`src/rtl/single_page_free_list_allocator_core_defines.svh`:
```
// Assertion macros used by the allocator core.
`ifndef SINGLE_PAGE_FREE_LIST_ALLOCATOR_CORE_DEFINES_SVH
`define SINGLE_PAGE_FREE_LIST_ALLOCATOR_CORE_DEFINES_SVH

// Checks that the consequent holds in the same cycle as the antecedent.
`define SPFLA_ASSERT_IMP(label, clk, rst, ante, cons) \
   label: assert property (@(posedge clk) disable iff (rst) (ante) |-> (cons)) \
      else $error("spfla: same-cycle check failed");

// Checks that the consequent holds in the cycle after the antecedent.
`define SPFLA_ASSERT_NEXT(label, clk, rst, ante, cons) \
   label: assert property (@(posedge clk) disable iff (rst) (ante) |=> (cons)) \
      else $error("spfla: next-cycle check failed");

`endif

```
`src/rtl/spfla_pkg.sv`:
```
`default_nettype none

package spfla_pkg;

   // Width of the page fields on the ports.
   localparam int PAGE_W = 8;

   // Request modes.
   localparam logic MODE_ALLOC = 1'b0;
   localparam logic MODE_FREE  = 1'b1;

   // Sequencer states.
   typedef enum logic [1:0] {
      ST_IDLE,
      ST_LOOK,
      ST_WR2,
      ST_DONE
   } state_type;

   // One response word.
   typedef struct packed {
      logic              ok;
      logic [PAGE_W-1:0] page;
   } rsp_word_type;

endpackage

`default_nettype wire

```
`src/rtl/spfla_rsp_reg.sv`:
```
`default_nettype none

module spfla_rsp_reg
   import spfla_pkg::*;
(
   input  wire logic              clock,
   input  wire logic              reset,
   input  wire logic              load,
   input  wire rsp_word_type      word_in,
   output logic                   slot_free,
   output logic                   rsp_valid,
   input  wire logic              rsp_ready,
   output logic                   rsp_ok,
   output logic      [PAGE_W-1:0] rsp_granted_page
);

   logic         valid_ff;
   logic         valid_in;
   rsp_word_type word_ff;

   // The slot can take a new word when empty or when its word leaves now.
   assign slot_free = !valid_ff || rsp_ready;

   always_comb begin
      valid_in = valid_ff && !rsp_ready;
      if (load) begin
         valid_in = 1'b1;
      end
   end

   always_ff @(posedge clock) begin
      if (reset) begin
         valid_ff <= 1'b0;
      end else begin
         valid_ff <= valid_in;
      end
   end

   // Payload needs no reset.
   always_ff @(posedge clock) begin
      if (load) begin
         word_ff <= word_in;
      end
   end

   assign rsp_valid        = valid_ff;
   assign rsp_ok           = word_ff.ok;
   assign rsp_granted_page = word_ff.page;

endmodule

`default_nettype wire

```
`config.mk`:
```
export PLATFORM = sky130hd
export DESIGN_NAME = spfla_rsp_reg
export DESIGN_NICKNAME = d
export VERILOG_FILES = /design/src/rtl/single_page_free_list_allocator_core_defines.svh /design/src/rtl/spfla_pkg.sv /design/src/rtl/spfla_rsp_reg.sv
export SDC_FILE = /design/constraint.sdc
export NUM_CORES = 1
export LEC_CHECK = 0
export BUFFER_PORTS_ARGS = -buffer_cell sky130_fd_sc_hd__buf_2
export CORE_AREA = 4 4 41 43
export CTS_CLUSTER_SIZE = 20
export DETAILED_ROUTE_END_ITERATION = 10
export DIE_AREA = 0 0 45 47
export GPL_TIMING_DRIVEN = 1
export PLACE_DENSITY_LB_ADDON = 0.15
export SETUP_SLACK_MARGIN = 0.5
export SYNTH_ARGS = -nofsm -noshare
export SYNTH_HDL_FRONTEND = slang
export SYNTH_SLANG_ARGS = --single-unit
```
`constraint.sdc`:
```
create_clock -name clock -period 1.6 [get_ports clock]
set_input_delay 0.32 -clock clock [delete_from_list [all_inputs] [get_ports clock]]
set_output_delay 0.32 -clock clock [all_outputs]
set_load 0.1 [all_outputs]
```
# Word-level counts from Yosys, hierarchy flattened
# Index checks and enable logic that the tools add are counted.
# totals
word_cells,8
in_bits,13
reg_bits,10
# op_classes
n_reduce_logical,4
n_mux,1
# op_table
op,n
$logic_not 1->1,2
$logic_and 1x1->1,1
$logic_or 1x1->1,1
$mux 1,1

# Depth between registers and ports, before layout
# logic_depth
ltp_word,3
mapped_depth,2
ltp_nobuf,2

# Least setup slack after synthesis
# Ideal clock, no wire load.
# synth_path
path_type,register to output
from,register valid_ff (netlist: rsp_valid)
to,output slot_free
path_buffers,0
slack_ns,-0.067
path_stages_with_launch,2
arrival_ns,1.347
required_ns,1.280
cell_sequence,dfxtp_1 > nand2b_4
# synth_via
elab_chain_len,2
# synth_rtl
element,line,rtl
start: declaration,spfla_rsp_reg.sv:17,logic valid_ff;
start signal: assignment,spfla_rsp_reg.sv:35,valid_ff <= valid_in;
$logic_not 1->1,spfla_rsp_reg.sv:22,assign slot_free = !valid_ff || rsp_ready;
$logic_or 1x1->1,spfla_rsp_reg.sv:22,
end: declaration,spfla_rsp_reg.sv:10,"output logic slot_free,"
# Every way passes these cells.

# Worst setup path in the final report
# Ends and elaborated chain as after synthesis.

==> results.md <==
* Final Cycle Share at 73.6%
* Net Sw Frac at between 30% and 40%
* Vias in the first global route at 207
* Slew Viols, Final at 0
* Startpoint types: flop
* Root Buffer: clkbuf_4
* DRT met1 WL at 190 um
* Met2 Wirelength at between 300 and 400 um
* Max Fclk at 0.850 GHz
* Final Cell Area at roughly 560 um2
* Worst relative slew slack at 86.3%
* CTS resizes at 24
* Port bufs at 23
* Die Wd at 45 um
* Critical Setup Path Class: reg2out
* Antenna viol nets, final at 0
* Nets@finish at 54
* RePlAce Congestion at 0.576
* Clock share of power at 23.9%
* Initial drt markers at 1
* Flops & latches, synth at 10
* Endpoints failing hold at 0
* Maxcap violations at 0
* Worst setup EP type: output port
* Placement Cell Area at roughly 450 um2
* Post-Syn Area per Cell at 24.4 um2
* # DRC at 0
* Netlist cell types at 5
* Switching pwr at 254 uW
* Worst-Margin Slew at 0.206 ns
* Core Rows at 13
* Cells after synthesis at 13
* PD cells at roughly 1300 nW/um2
* Largest net degree at the start of global routing at 11
* Post-synthesis sequential area ratio at 91.7%
* Post-Syn Area at 317 um2
* CP required at 1.28 ns
* Arr. time, crit path at 0.86 ns
* Routed vias/inst at 3.91
* YS warnings at 0
* Synthesis-to-finish area growth at 77.5%
* Core area at between 1000 and 1500 um2
* H-tree Lvls at 1
* Routed wl met3 at 95 um
* HPWL after DPL at 509 um
* Final min period at 1.18 ns
* Combinational share of power at 31.7%
* Ranking of synthesized cells by area: edfxtp_1 85%, dfxtp_1 6.3%, nand2b_4 4.3%, a21oi_2 2.8%, inv_1 1.2%
* # Post-CTS Setup Buffers at 0
* Status: complete, no violations
* Congestion Overflow GR at 0
* Synth top area share at 85.4%
* Detailed Route WL at around 600 um
* DR WL/cell at 10.9 um
* Internal power at 458 uW
* CTS sink count at 10
* GRT Resource Usage Total at 5.85%
* Die ar. at roughly 2100 um2
* Peak supply drop at 0.481 mV
* Yosys top cell by area: edfxtp_1
* Layout cells sized above 1 at slightly above 70%
* Flop pwr share at around 44%
* Cts hold-fix bufs at 0
* Antenna fix cells at 0
* Setup-failing EPs final at 0
* Drt first pass iters at 2
* CTS tree: built
* Clock skew at 0 ns
* Initial antenna violation count at 0
* Num ports at 24
* Die Ht at ~47 um
* Skew-Pair Late Insertion Delay at between 0.2 and 0.3 ns
* Worst-path maximum fanout at 2
* Worst min path class: in2reg
* Num CTS Buffers at 3
* Vias at between 200 and 250
* Longest Clk Path Bufs at 2
* Leak at approximately 0.25 nW
* Initial Util at 24.3%
* Clk pin slew, worst setup/hold paths at 0.06 ns
* Syn_nets at 26
* Global-route wire length before repair at 793 um
* RSZ-0062 raised after global routing: yes
* Top Metal Used: met3
* Fin Setup TNS at 0 ns
## path summary, 6_finish.rpt
check | slack, ns | startpoint | cells past startpoint | endpoint
worst max register to register | 0.99 | rsp_valid | 2 | rsp_valid
worst min register to register | 0.52 | rsp_valid | 2 | rsp_valid
worst min-delay path | 0.22 | reset | 2 | rsp_valid
worst max-delay path | 0.42 | rsp_valid | 2 | slot_free
## cell type report
cell class / count / area [um2]
Fill cell: 135 / 739
Sequential cell: 10 / 294
Timing Repair Buffer: 23 / 196
Clock buffer: 4 / 26.3
Multi-Input combinational cell: 2 / 22.5
Tap cell: 15 / 18.8
Inverter: 1 / 3.75
## Yosys cell counts, drive strengths merged
library cell  n
edfxtp        9
dfxtp         1
nand2b        1
inv           1
a21oi         1
## worst max-delay path: stages, from the launching register on
cell      delay [ns]
dfxtp_4         0.35
nand2b_4        0.08
buf_12          0.17
## routing by layer
layer	vias to the layer above	global-route usage (%)
met1	93	4.03
met3	0	4.98
met5	-	0
li1	105	-
met2	17	11.3
met4	0	1.75
## state kept, by name (all words and copies together) (netlist names)
signal	cells
rsp_ok	1
rsp_valid	1
rsp_granted_page	8
## cells in the final DEF, fill, tap and decap left out, drive strengths merged
cell / count
a21oi: 1
buf: 23
clkbuf: 4
dfxtp: 1
edfxtp: 9
inv: 1
nand2b: 1
## through the flow
step | instances | hold WS (ns) | util [%] | total power [mW] | worst slack [ns]
3_5_place_dp | 51 | 0.480 | 34.9 | 0.515 | 0.351
4_1_cts | 55 | 0.208 | 42.9 | 0.723 | 0.408
6_report | 55 | 0.217 | 43.2 | 0.713 | 0.423
2_1_floorplan | 13 | 0.373 | - | 0.478 | 0.376
5_1_grt | 55 | 0.208 | 43.2 | 0.735 | 0.390
3_3_place_gp | 51 | 0.470 | 34.9 | 0.513 | 0.354
## power groups by stage
stage | clock network (mW) | logic, mW | registers (mW)
final | 0.170 | 0.226 | 0.317
after global routing | 0.186 | 0.231 | 0.319
after CTS | 0.181 | 0.226 | 0.317
after detailed placement | 0 | 0.198 | 0.317
after global placement | 0 | 0.196 | 0.317
after floorplan | 0 | 0.0133 | 0.464
## cells by family after synthesis
kind of cell	count (synthesis)	synth area share, %
flops	10	91.7
simple gates	1	4.35
compound gates	1	2.77
buf+inv	1	1.18
No activity file was read; power rests on OpenSTA's default activity.
