**config.mk**
```make
export PLATFORM = sky130hd
export DESIGN_NAME = spfla_ram
export DESIGN_NICKNAME = d
export VERILOG_FILES = /design/src/rtl/single_page_free_list_allocator_core_defines.svh /design/src/rtl/spfla_ram.sv
export SDC_FILE = /design/constraint.sdc
export NUM_CORES = 2
export LEC_CHECK = 0
export ABC_AREA = 1
export BUFFER_PORTS_ARGS = -buffer_cell sky130_fd_sc_hd__buf_2
export CAP_MARGIN = 10
export CORE_ASPECT_RATIO = 0.6
export CORE_MARGIN = 3
export CORE_UTILIZATION = 40
export CTS_CLUSTER_DIAMETER = 60
export CTS_CLUSTER_SIZE = 8
export DETAILED_ROUTE_END_ITERATION = 16
export PLACE_DENSITY = 0.61
export SLEW_MARGIN = 30
export SYNTH_ARGS = -nofsm -noshare
export SYNTH_HDL_FRONTEND = slang
export SYNTH_SLANG_ARGS = --single-unit
```
**constraint.sdc**
```tcl
create_clock -name clock -period 3.1 [get_ports clock]
set_clock_uncertainty 0.2 [all_clocks]
set_input_delay 0.62 -clock clock [delete_from_list [all_inputs] [get_ports clock]]
set_output_delay 0.62 -clock clock [all_outputs]
set_load 0.02 [all_outputs]
```
**src/rtl/single_page_free_list_allocator_core_defines.svh**
```systemverilog
// Assertion macros used by the allocator core.
`ifndef SINGLE_PAGE_FREE_LIST_ALLOCATOR_CORE_DEFINES_SVH
`define SINGLE_PAGE_FREE_LIST_ALLOCATOR_CORE_DEFINES_SVH

// Checks that the consequent holds in the same cycle as the antecedent.
`define SPFLA_ASSERT_IMP(label, clk, rst, ante, cons) \
   label: assert property (@(posedge clk) disable iff (rst) (ante) |-> (cons)) \
      else $error("spfla: same-cycle check failed");

// Checks that the consequent holds in the cycle after the antecedent.
`define SPFLA_ASSERT_NEXT(label, clk, rst, ante, cons) \
   label: assert property (@(posedge clk) disable iff (rst) (ante) |=> (cons)) \
      else $error("spfla: next-cycle check failed");

`endif

```
**src/rtl/spfla_ram.sv**
```systemverilog
`default_nettype none

module spfla_ram #(
   parameter int WIDTH = 8,
   parameter int DEPTH = 256
) (
   input  wire logic                     clock,
   input  wire logic                     wr_en,
   input  wire logic [$clog2(DEPTH)-1:0] wr_addr,
   input  wire logic [WIDTH-1:0]         wr_data,
   input  wire logic [$clog2(DEPTH)-1:0] rd_addr,
   output logic      [WIDTH-1:0]         rd_data
);

   logic [WIDTH-1:0] mem_ff [DEPTH];
   logic [WIDTH-1:0] rd_data_ff;

   // One write port and one registered read port.
   always_ff @(posedge clock) begin
      if (wr_en) begin
         mem_ff[wr_addr] <= wr_data;
      end
      rd_data_ff <= mem_ff[rd_addr];
   end

   assign rd_data = rd_data_ff;

endmodule

`default_nettype wire

```
=== After elaboration in Yosys (flattened, before gate mapping) ===
Memory sizes are Yosys's and may differ from the RTL's. A register that Yosys moved wholly into a read port is not among the register bits.
Cells that the tools add are included.

* Add/subtract/negate cells: 0
* $mul: 0
* Div/mod/pow operators: 0
* Magnitude comparators: 0
* Eq/ne operators: 0
* Shifts and indexed selects: 0
* Multiplexer cells: 2
* Bitwise logic cells: 0
* Reductions and logical operators: 0

{| class="wikitable"
|+ Operators with widths
! operator !! count
|-
| two-way mux 1 bit || 2
|}

* Register bits: 0
* Latch bits: 0
* RAM bits: 2048
* Memory bits (read-only): 0
* Bits of input ports: 26
* Logic and storage cells: 3
* Memories kept: 1

{| class="wikitable"
|+ Memory list
! name !! depth !! bits a word !! rd ports !! clocked after Yosys merged registers in !! write ports !! line !! RTL
|-
| mem_ff || 256 || 8 || 1 || 1 || 1 || spfla_ram.sv:15 || <nowiki>logic [WIDTH-1:0] mem_ff [DEPTH];</nowiki>
|}

=== Longest topological paths before layout ===
* Depth after elaboration: 2
* Gate-level depth with buffers: 15
* Mapped depth without buffers: 11

=== Worst setup path before layout ===
Ideal clock, no wire load.

* Kind: input to register
* Start: input wr_en
* End: memory mem_ff[162][0], enable pin
* Setup time: 370 ps
* Arrival: 1741 ps
* Required time: 2530 ps
* Setup slack: 789 ps
* Cell stages on the path: 4
* Path buffers: 2
* Cells stage by stage: clkbuf_1 -> nand3_1 -> clkbuf_1 -> nor2_1

* Longest elaborated chain between the ends: 2

{| class="wikitable"
|+ Ends and longest elaborated chain
! item !! line !! RTL
|-
| start, declared || spfla_ram.sv:8 || <nowiki>input wire logic wr_en,</nowiki>
|-
| two-way mux 1 bit || spfla_ram.sv:20 || <nowiki>if (wr_en) begin</nowiki>
|-
| two-way mux 1 bit (not written as such) || spfla_ram.sv:21 || <nowiki>mem_ff[wr_addr] <= wr_data;</nowiki>
|-
| end, declared || spfla_ram.sv:15 ||
|}

Every way passes these cells.

==> summary.md <==
| Metric | Value |
|---|---|
| Most common cell after layout, fill and taps aside | `nand2_1` |
| Commonest cells after routing, fill and taps aside | `nand2_1, edfxtp_1, nand3_1, buf_4, clkbuf_16` |
| Met2 routed WL | `100.6 mm` |
| Post-Place Cells | `9855` |
| Die W | `595.5 um` |
| Worst Max-Slew Pin Slew | `0.8139 ns` |
| Routed WL | `254.3 mm` |
| Reg2reg start | `mem_ff[103][4]` |
| CTS Buf Count | `299` |
| P_leak | `34.94 nW` |
| Largest net degree at the start of global routing | `93` |
| Hold EP | `mem_ff[230][6]` |
| Drt first pass iters | `6` |
| # IOs | `34` |
| Pwr Total | `63.46 mW` |
| Met3 WL | `36.42 mm` |
| Routed length on met1 | `111.6 mm` |
| # nets final | `7431` |
| Hold Path Stages | `1` |
| Die height | `359.7 um` |
| Filler cells | `18097` |
| CP Launch Type | `input pin` |
| Area of the multi-input gates | `0.01914 mm^2` |
| Max-slew violations | `0` |
| Worst-case clock buffer depth | `4` |
| Worst IR drop on VDD | `0.3961 mV` |
| Distinct cells, synth | `14` |
| Power Dens Cells | `646.5 mW/mm^2` |
| Cell Rows | `129` |
| Number of global-route vias before repair | `54125` |
| MaxCap Viol Count | `0` |
| Grt ovf | `0` |
| CTS Sinks | `2056` |
| Reg2Reg Setup Slack | `0.54 ns` |
| CTS tree | `yes` |
| H-Tree Depth | `5` |
| Sequential share of the synthesized area | `73.94%` |
| WL per Instance | `24.90 um` |
| Synthesized area per cell | `11.91 um^2` |
| Global-route usage over all layers | `23.24%` |
| Number of synthesized register bits | `2056` |
| Final setup vio count | `0` |
| Slew HR | `45.74%` |
| Post-Syn Instances | `7003` |
| HPWL after DPL | `156.5 mm` |
| CP Max Fanout | `38` |
| Reg2reg path depth | `10` |
| Tmin final | `2.846 ns` |
| Initial core utilization | `40.37%` |
| Root Driver | `clkbuf_16` |
| Drt initial violations | `8371` |
| CP required | `3.64 ns` |
| HP Start | `wr_data[6]` |
| Ys Warns | `0` |
| Post-route insts no fill | `10213` |
| Share of layout cells above drive strength 1 | `12.21%` |
| GPL Wtd Cong | `0.9077` |
| F_max | `351.3 MHz` |
| Critical Path AT | `3.38 ns` |
| Main area contributors after synthesis | `edfxtp_1, nand3_1, nand2_1, buf_2, nor2_1` |
| Post-CTS sizing | `0` |
| Period utilization | `91.81%` |
| Initial antenna violation count | `6` |
| Post-synthesis cell area | `0.08340 mm^2` |
| CTS Hold Buffers Added | `0` |
| Final Hold Viols | `0` |
| Worst Path Class, Setup | `input pin to flip-flop` |
| Antenna viol nets, final | `0` |
| Setup Fix Bufs, Post-CTS | `0` |
| Layout area overhead | `17.71%` |
| Clk_lat worst skew | `0.82 ns` |
| Worst Hold Class | `input pin to flip-flop` |
| Status | `finished, final reports clean` |
| CTS clock-pin slew for the worst setup and hold paths | `0.05 ns` |
| Leading area contributor after synthesis | `edfxtp_1` |
| First-pass GRT wire length | `371.7 mm` |
| Vias | `57789` |
| Yosys top cell area share | `73.74%` |
| Unrepaired setup endpoints after global routing | `false` |
| Number of remaining DRC errors | `0` |
| Core ar. | `0.2066 mm^2` |
| Routed vias/inst | `5.658` |
| Port buffer count | `33` |
| Seq. cell area | `0.06166 mm^2` |
| Post-Synthesis Net Count | `7029` |
| Die area | `0.2142 mm^2` |
| Top routing layer in use | `met5` |
| Crit Reg-Reg Endpoint | `rd_data[4]` |
| Crit end category | `flip-flop` |
-- routing by layer --
layer  GRT usage [%]  up-vias
met2           30.32     3567
li1                -    25614
met5               0        -
met4           5.627        4
met1           36.21    28219
met3           8.303      385
-- where the power goes --
part	switching (mW)	total (mW)	internal, mW
clock	11.2	28.7	17.5
combinational	2.94	4.02	1.08
sequential	0.0399	30.7	30.7
total	14.2	63.5	49.3
-- flip-flops by register name, indices dropped and copies added, names as in the netlist --
register / cells
mem_ff: 2048
rd_data: 8
-- cell usage after synthesis, drive strengths merged --
cell,count
nor2,283
nand2,2123
inv,39
buf,371
nand3,2019
edfxtp,2048
dfxtp,8
clkbuf,112
-- worst max-delay path, cell delays in order --
cell	delay, ns
buf_8	0.15
inv_16	0.15
buf_12	0.21
buf_4	0.42
nand2_1	0.09
nand3_1	0.12
nand3_1	0.18
nand3_1	0.12
nand3_1	0.12
nand3_1	0.27
nand3_1	0.39
nand2_1	0.23
nand2_1	0.15
nand2_1	0.11
-- worst max path at each step --
stage	from	endpoint	slack (ns)	depth (start not counted)
floorplan	wr_en	mem_ff[162][0]	0.79	4
global placement	rd_addr[0]	rd_data[2]	-0.35	14
detailed placement	rd_addr[0]	rd_data[2]	-0.32	14
CTS	rd_addr[0]	rd_data[2]	0.53	14
global route	rd_addr[0]	rd_data[2]	0.26	14
finish	rd_addr[0]	rd_data[2]	0.25	14
-- cells by family after synthesis --
group,after synthesis,synth area share (%)
flops,2056,73.94
buf+inv,522,3.119
simple gates,4425,22.95
-- final cells by class --
type,instances,share of cell area [%]
antenna,3,0.007648
sequential,2056,62.81
timing repair buffer,584,5.876
tap,2751,3.506
clock buffer,341,7.956
multi-input combinational,4425,19.50
inverter,39,0.1835
clock inverter,14,0.1619
-- metrics by stage --
step	cell area, um^2	worst slack, ns	setup TNS, ns	utilization [%]	hold WS, ns
2_1_floorplan	83400	0.7885	0	-	0.5189
3_3_place_gp	90190	-0.3473	-1.324	43.65	0.7510
3_5_place_dp	90190	-0.3178	-1.186	43.65	0.7557
4_1_cts	98160	0.5252	0	47.51	0.003528
5_1_grt	98160	0.2567	0	47.51	0.01548
6_report	98160	0.2538	0	47.51	0.03040
(Power assumes the default switching activity.)
